**config.mk**
```make
export PLATFORM = sky130hd
export DESIGN_NAME = chess_piece_attack_set_unit
export DESIGN_NICKNAME = d
export VERILOG_FILES = /design/src/cap_pkg.sv /design/src/cap_entry.sv /design/src/cap_ray_cell.sv /design/src/chess_piece_attack_set_unit.sv
export SDC_FILE = /design/constraint.sdc
export NUM_CORES = 2
export LEC_CHECK = 0
export ABC_AREA = 1
export BUFFER_PORTS_ARGS = -buffer_cell sky130_fd_sc_hd__buf_2
export CORE_MARGIN = 10
export CORE_UTILIZATION = 30
export CTS_CLUSTER_SIZE = 24
export DETAILED_ROUTE_END_ITERATION = 10
export GPL_TIMING_DRIVEN = 0
export PLACE_DENSITY = 0.52
export SLEW_MARGIN = 10
export SYNTH_ARGS = -nofsm -noshare
export SYNTH_HDL_FRONTEND = slang
export SYNTH_SLANG_ARGS = --single-unit
```
**constraint.sdc**
```tcl
create_clock -name clk -period 38.2 [get_ports clk]
set_input_delay 3.82 -clock clk [delete_from_list [all_inputs] [get_ports clk]]
set_output_delay 3.82 -clock clk [all_outputs]
set_load 0.005 [all_outputs]
```
**src/cap_pkg.sv**
```systemverilog
package cap_pkg;

  // A ray can run at most seven squares, so seven ray cells finish any slider.
  localparam int unsigned NumRayCells = 7;
  localparam int unsigned NumRays     = 4;

  localparam logic [63:0] FileA  = 64'h0101_0101_0101_0101;
  localparam logic [63:0] FileH  = 64'h8080_8080_8080_8080;
  localparam logic [63:0] FileAB = 64'h0303_0303_0303_0303;
  localparam logic [63:0] FileGH = 64'hC0C0_C0C0_C0C0_C0C0;

  typedef enum logic [2:0] {
    KIND_WPAWN  = 3'd0,
    KIND_BPAWN  = 3'd1,
    KIND_KNIGHT = 3'd2,
    KIND_KING   = 3'd3,
    KIND_BISHOP = 3'd4,
    KIND_ROOK   = 3'd5
  } cap_kind_t;

  // One query on its way down the chain. Each frontier holds at most one
  // square: the ray's current tip, cleared once the ray has hit a piece.
  typedef struct packed {
    logic                             rook;
    logic [63:0]                      occupancy;
    logic [NumRays-1:0][63:0]         frontier;
    logic [63:0]                      attack;
  } cap_item_t;

  // Moves a board one step along a ray, dropping squares that wrap a file.
  // Bishop rays are +9, +7, -7, -9; rook rays are +8, +1, -1, -8.
  function automatic logic [63:0] ray_shift(input logic [63:0] bb,
                                            input logic [1:0]  dir,
                                            input logic        rook);
    logic [63:0] res;
    res = '0;
    if (rook) begin
      case (dir)
        2'd0:    res = bb << 8;
        2'd1:    res = (bb << 1) & ~FileA;
        2'd2:    res = (bb >> 1) & ~FileH;
        2'd3:    res = bb >> 8;
        default: res = '0;
      endcase
    end else begin
      case (dir)
        2'd0:    res = (bb << 9) & ~FileA;
        2'd1:    res = (bb << 7) & ~FileH;
        2'd2:    res = (bb >> 7) & ~FileA;
        2'd3:    res = (bb >> 9) & ~FileH;
        default: res = '0;
      endcase
    end
    return res;
  endfunction

endpackage

```
**src/cap_entry.sv**
```systemverilog
module cap_entry import cap_pkg::*; (
  input  logic        clk,
  input  logic        rst,
  input  logic        up_valid,
  input  logic [2:0]  func,
  input  logic [5:0]  square,
  input  logic [63:0] occupancy,
  output logic        up_stall,
  output logic        dn_valid,
  output cap_item_t   dn_item,
  input  logic        dn_stall
);

  logic        valid;
  cap_item_t   item;
  cap_item_t   item_next;
  logic [63:0] origin;

  assign origin   = 64'd1 << square;
  assign up_stall = valid & dn_stall;
  assign dn_valid = valid;
  assign dn_item  = item;

  // Leapers get their whole set here; sliders start every ray at the origin.
  always_comb begin
    item_next           = '0;
    item_next.occupancy = occupancy;
    case (cap_kind_t'(func))
      KIND_WPAWN: begin
        item_next.attack = ((origin << 9) & ~FileA) | ((origin << 7) & ~FileH);
      end
      KIND_BPAWN: begin
        item_next.attack = ((origin >> 7) & ~FileA) | ((origin >> 9) & ~FileH);
      end
      KIND_KNIGHT: begin
        item_next.attack = ((origin << 17) & ~FileA)  | ((origin << 15) & ~FileH)
                         | ((origin << 10) & ~FileAB) | ((origin << 6)  & ~FileGH)
                         | ((origin >> 6)  & ~FileAB) | ((origin >> 10) & ~FileGH)
                         | ((origin >> 15) & ~FileA)  | ((origin >> 17) & ~FileH);
      end
      KIND_KING: begin
        item_next.attack = ((origin << 9) & ~FileA) | (origin << 8)
                         | ((origin << 7) & ~FileH) | ((origin << 1) & ~FileA)
                         | ((origin >> 1) & ~FileH) | ((origin >> 7) & ~FileA)
                         | (origin >> 8)            | ((origin >> 9) & ~FileH);
      end
      KIND_BISHOP: begin
        item_next.frontier = {NumRays{origin}};
      end
      KIND_ROOK: begin
        item_next.rook     = 1'b1;
        item_next.frontier = {NumRays{origin}};
      end
      default: item_next = '0;
    endcase
  end

  always_ff @(posedge clk) begin
    if (rst) begin
      valid <= 1'b0;
    end else if (!up_stall) begin
      valid <= up_valid;
    end
  end

  always_ff @(posedge clk) begin
    if (!up_stall) begin
      item <= item_next;
    end
  end

endmodule

```
**src/cap_ray_cell.sv**
```systemverilog
module cap_ray_cell import cap_pkg::*; (
  input  logic      clk,
  input  logic      rst,
  input  logic      up_valid,
  input  cap_item_t up_item,
  output logic      up_stall,
  output logic      dn_valid,
  output cap_item_t dn_item,
  input  logic      dn_stall
);

  logic                     valid;
  cap_item_t                item;
  cap_item_t                item_next;
  logic [NumRays-1:0][63:0] stepped;

  assign up_stall = valid & dn_stall;
  assign dn_valid = valid;
  assign dn_item  = item;

  // Every ray advances one square. The square reached is attacked; the ray
  // carries on from it only if it is empty.
  always_comb begin
    item_next = up_item;
    for (int d = 0; d < NumRays; d++) begin
      stepped[d]            = ray_shift(up_item.frontier[d], 2'(d), up_item.rook);
      item_next.attack      = item_next.attack | stepped[d];
      item_next.frontier[d] = stepped[d] & ~up_item.occupancy;
    end
  end

  always_ff @(posedge clk) begin
    if (rst) begin
      valid <= 1'b0;
    end else if (!up_stall) begin
      valid <= up_valid;
    end
  end

  always_ff @(posedge clk) begin
    if (!up_stall) begin
      item <= item_next;
    end
  end

  // A ray tip is a single square or nothing.
  a_tip_single: assert property (@(posedge clk) disable iff (rst)
    valid |-> ($onehot0(item.frontier[0]) && $onehot0(item.frontier[1]) &&
               $onehot0(item.frontier[2]) && $onehot0(item.frontier[3])))
    else $error("ray tip holds more than one square");

  // A live tip has already been added to the attack set.
  a_tip_attacked: assert property (@(posedge clk) disable iff (rst)
    valid |-> ((item.frontier[0] | item.frontier[1] |
                item.frontier[2] | item.frontier[3]) & ~item.attack) == 64'd0)
    else $error("ray tip missing from attack set");

  // A ray never continues past an occupied square.
  a_tip_blocked: assert property (@(posedge clk) disable iff (rst)
    valid |-> ((item.frontier[0] | item.frontier[1] |
                item.frontier[2] | item.frontier[3]) & item.occupancy) == 64'd0)
    else $error("ray continues through an occupied square");

endmodule

```
**src/chess_piece_attack_set_unit.sv**
```systemverilog
// Channel  | Direction | Handshake                   | Payload
// query    | in        | query_valid / query_stall   | func, square, occupancy
// result   | out       | result_valid / result_stall | attack_set
//
// One query is taken every cycle while query_stall is low. Its attack set passes through the entry
// register and then each ray cell register before it stands on the result ports.
// The chain holds one entry stage and seven ray cells, each
// moving every slider ray on by one square; the last cell is the output register.
// Reset (rst, synchronous) empties every stage; no data needs clearing.
// A stall on the result side holds each full stage, and reaches the query
// side only once every stage in between holds a query.

module chess_piece_attack_set_unit import cap_pkg::*; (
  input  logic        clk,
  input  logic        rst,
  input  logic        query_valid,
  output logic        query_stall,
  input  logic [2:0]  func,
  input  logic [5:0]  square,
  input  logic [63:0] occupancy,
  output logic        result_valid,
  input  logic        result_stall,
  output logic [63:0] attack_set
);

  // Stage 0 is the entry stage; stage k+1 is the output of ray cell k.
  logic      chain_valid [NumRayCells+1];
  logic      chain_stall [NumRayCells+1];
  cap_item_t chain_item  [NumRayCells+1];

  // The entry stage decodes the piece kind. Leapers leave it finished, and
  // the ray cells then pass them along unchanged since their rays are empty.
  cap_entry u_entry (
    .clk       (clk),
    .rst       (rst),
    .up_valid  (query_valid),
    .func      (func),
    .square    (square),
    .occupancy (occupancy),
    .up_stall  (query_stall),
    .dn_valid  (chain_valid[0]),
    .dn_item   (chain_item[0]),
    .dn_stall  (chain_stall[0])
  );

  // Each ray cell lengthens all four rays of a slider by one square, so a
  // ray of any length up to seven squares is complete at the end of the row.
  for (genvar k = 0; k < NumRayCells; k++) begin : g_cell
    cap_ray_cell u_cell (
      .clk      (clk),
      .rst      (rst),
      .up_valid (chain_valid[k]),
      .up_item  (chain_item[k]),
      .up_stall (chain_stall[k]),
      .dn_valid (chain_valid[k+1]),
      .dn_item  (chain_item[k+1]),
      .dn_stall (chain_stall[k+1])
    );
  end

  // The last cell's register drives the result channel directly.
  assign chain_stall[NumRayCells] = result_stall;
  assign result_valid             = chain_valid[NumRayCells];
  assign attack_set               = chain_item[NumRayCells].attack;

endmodule

```
==> impl_metrics.env <==
export IMPL_status="finished, final reports clean"
export IMPL_finalClockSkew_ps=81.63
export IMPL_worstSetupPathType="primary input to output port"
export IMPL_synth_net_count=6841
export IMPL_irDropWorstVdd_mv=0.04026
export IMPL_yosysSeqAreaShare=0.7194
export IMPL_dp_slack_ps=27080
export IMPL_cp_cell_sequence="buf_2 -> nand4_1 -> nor2_1 -> nand2_4 -> nor2_1 -> nand3_4 -> buf_16 -> buf_16 -> buf_16 -> buf_12 -> inv_1 -> buf_2"
export IMPL_cts_buffer_depth=3
export IMPL_hold_depth=0
export IMPL_cap_violations=0
export IMPL_ctsHoldBuffers=0
export IMPL_synth_cells=6764
export IMPL_async_reset_ff_frac=0
export IMPL_period_share=0.2904
export IMPL_crit_buf_inv=7
export IMPL_multi_input_area_sq_mm=0.02008
export IMPL_io_pins=143
export IMPL_relSlewSlack=0.1003
export IMPL_r2r_cells=10
export IMPL_r2r_start="g_cell[6].u_cell.dn_valid"
export IMPL_num_nets_final=7226
export IMPL_final_cell_mix="edfxtp_1 (1979), nor2_1 (1379), nand2_1 (904), inv_1 (460), mux2i_1 (400)"
export IMPL_critPathTopFamily="simple AND/OR/NAND/NOR gates"
export IMPL_crit_start="result_stall"
export IMPL_grt_ovfl_total=0
export IMPL_core_area_sq_mm=0.2743
export IMPL_cts_tree="done"
export IMPL_die_width_microns=545.5
export IMPL_nFillCells=27260
export IMPL_postCtsSetupBuffers=0
export IMPL_numCtsBuffers=205
export IMPL_route_met2_wl_microns=146500
export IMPL_setup_ws_ps=27110
export IMPL_finalWirelength_microns=312700
export IMPL_hold_viol=0
export IMPL_fmax_mhz=90.14
export IMPL_place_congestion=0.9570
export IMPL_start_kind="primary input"
export IMPL_vias=54340
export IMPL_io_buffers=136
export IMPL_grt_max_degree=122
export IMPL_grt_pass1_wl_microns=437000
export IMPL_power_total_mw=4.767
export IMPL_rows=192
export IMPL_critPathSlowestCell="nor2_1"
export IMPL_p_switching_mw=1.112
export IMPL_setup_tns_ps=0
export IMPL_first_pass_iters=6
export IMPL_cts_sinks=1987
export IMPL_hold_class="register to register"
export IMPL_setup_violations=0
export IMPL_switching_share=0.2332
export IMPL_drive_above_1_share=0.09567
export IMPL_met3WireLength_microns=15940
export IMPL_power_frac_comb=0.050
export IMPL_p_int_mw=3.655
export IMPL_cts_resized_gates=0
export IMPL_path_depth=12
export IMPL_initial_core_util=0.3019
export IMPL_cp_arrival_ps=7270
export IMPL_clockPowerShare=0.412
export IMPL_slew_viol_final=0
export IMPL_syn_to_final_growth_pct=15.43
export IMPL_power_leakage_nw=40.15
export IMPL_vias_per_cell=4.935
export IMPL_track_usage=0.2023
export IMPL_clk_latency_ps=860
export IMPL_synth_edf_count=1979
export IMPL_synth_top_flop_cell="edfxtp_1"
export IMPL_ant_nets=0
export IMPL_wire_per_inst_microns=28.40
export IMPL_p_per_area_mw_per_mm2=49.85
export IMPL_stdcell_count=11010
export IMPL_seqPwrFrac=0.538
export IMPL_cp_end_kind="output port"
export IMPL_yosys_warnings=0
export IMPL_antenna_found_initial=9
export IMPL_synth_cell_types=38
export IMPL_cts_root_buffer="clkbuf_16"
export IMPL_dp_hpwl_microns=253500
export IMPL_drt_iter0_drc=6144
export IMPL_ys_ff_latch=1987
export IMPL_rsz0062_at_grt="no"
export IMPL_regArea_sq_mm=0.05959
export IMPL_max_stage_delay_ps=650
export IMPL_top_layer="met4"
export IMPL_placed_cell_area_sq_mm=0.08906
export IMPL_drt_met1_wl_microns=137800
export IMPL_worstHoldStart="g_cell[1].u_cell.dn_item[322]"
export IMPL_clk_pin_slew_ps=60
export IMPL_final_common_cell="edfxtp_1"
export IMPL_cts_max_level=4
export IMPL_design_die_area_sq_mm=0.2975
export IMPL_design_area_sq_mm=0.09562
export IMPL_grt_pass1_vias=55110
export IMPL_synth_area_sq_mm=0.08283
export IMPL_die_y_microns=545.5
export IMPL_drc_errors=0
export IMPL_postSynthAreaPerCell_sq_um=12.25
export IMPL_dp_cells=10630
export IMPL_crit_fanout=53
export IMPL_fin_crit_ps=11090
export IMPL_path_common_cell="buf_16"
export IMPL_tightest_slew_ps=1350
export IMPL_worstPathRequired_ps=34380
==> kinds of logic (layout without fill, tap and decap cells) <==
| family | Yosys count | in the layout | share of synthesized area |
|---|---|---|---|
| other | 0 | 7 | 0 |
| and+or+nand+nor | 2971 | 2971 | 0.1525 |
| AOI/OAI and AO/OA | 643 | 643 | 0.04106 |
| DFF | 1987 | 1987 | 0.7194 |
| buffers and inverters | 763 | 1316 | 0.03876 |
| muxes | 400 | 400 | 0.04834 |
==> power by group through the flow <==
stage                     sequential [mW]  combinational, mW  clock (mW)
after floorplan                      2.56              0.126           0
after global placement               2.61              0.241           0
after detailed placement             2.61              0.241           0
after CTS                            2.56              0.241        1.99
after global routing                 2.57              0.255        2.08
final                                2.56              0.239        1.96
==> final cells by class <==
class,instances,share of cell area
sequential,1987,0.6232
multi-input combinational,4014,0.2100
clock buffer,251,0.05577
tap,3686,0.04823
inverter,485,0.01922
timing repair buffer,178,0.01615
buffer,278,0.01462
clock inverter,124,0.01260
antenna,7,0.0001832
==> per-stage QoR <==
stage / utilization / hold WS [ps]
finish: 0.3485 / 414.1
global route: 0.3485 / 432.0
CTS: 0.3485 / 402.2
detailed placement: 0.3246 / 438.1
global placement: 0.3212 / 439.3
floorplan: - / 420.6
==> Yosys cell counts, drive strengths merged, types with 3 or more instances <==
master | number | area [sq um]
nand3b | 87 | 653.1
nand4 | 221 | 1389
a22oi | 5 | 37.54
o21ai | 335 | 1677
dfxtp | 8 | 160.2
clkbuf | 134 | 503.0
nor2 | 1394 | 5285
mux2i | 400 | 4004
o22ai | 7 | 43.79
buf | 144 | 884.6
o211ai | 11 | 82.58
inv | 483 | 1815
nor3 | 133 | 676.9
a21o | 4 | 30.03
edfxtp | 1979 | 59430
a21oi | 233 | 1166
or2 | 36 | 225.2
nand3 | 175 | 880.9
o21bai | 40 | 300.3
nand2 | 925 | 3522
o2111ai | 3 | 26.28
==> worst reg2reg max path, cell delays in order, from the launching register on <==
cell     delay (ps)
dfxtp_1         450
nand4_1         230
nor2_1          490
nand2_4         450
nor2_1          680
nand2_4         130
buf_16          240
buf_16          340
buf_16          260
buf_16          330
buf_16          320
==> state kept, by name, summed over array words and instances (netlist names) <==
name                    count
u_entry.dn_item           191
u_entry.dn_valid            1
g_cell.u_cell.dn_valid      7
g_cell.u_cell.dn_item    1788
==> layer usage <==
| metal | track usage | up-vias |
|---|---|---|
| li1 | - | 24580 |
| met1 | 0.2773 | 27180 |
| met2 | 0.3304 | 2091 |
| met3 | 0.02555 | 486 |
| met4 | 0.07104 | 0 |
| met5 | 0 | - |
==> path summary, 6_finish.rpt <==
check | end | slack (ps)
setup / recovery | query_stall | 27110
hold / removal | g_cell[2].u_cell.dn_item[322] | 410
setup reg to reg | g_cell[0].u_cell.dn_item[10] | 33920
hold reg to reg | g_cell[2].u_cell.dn_item[322] | 410
Power figures use the tool's default switching activity.
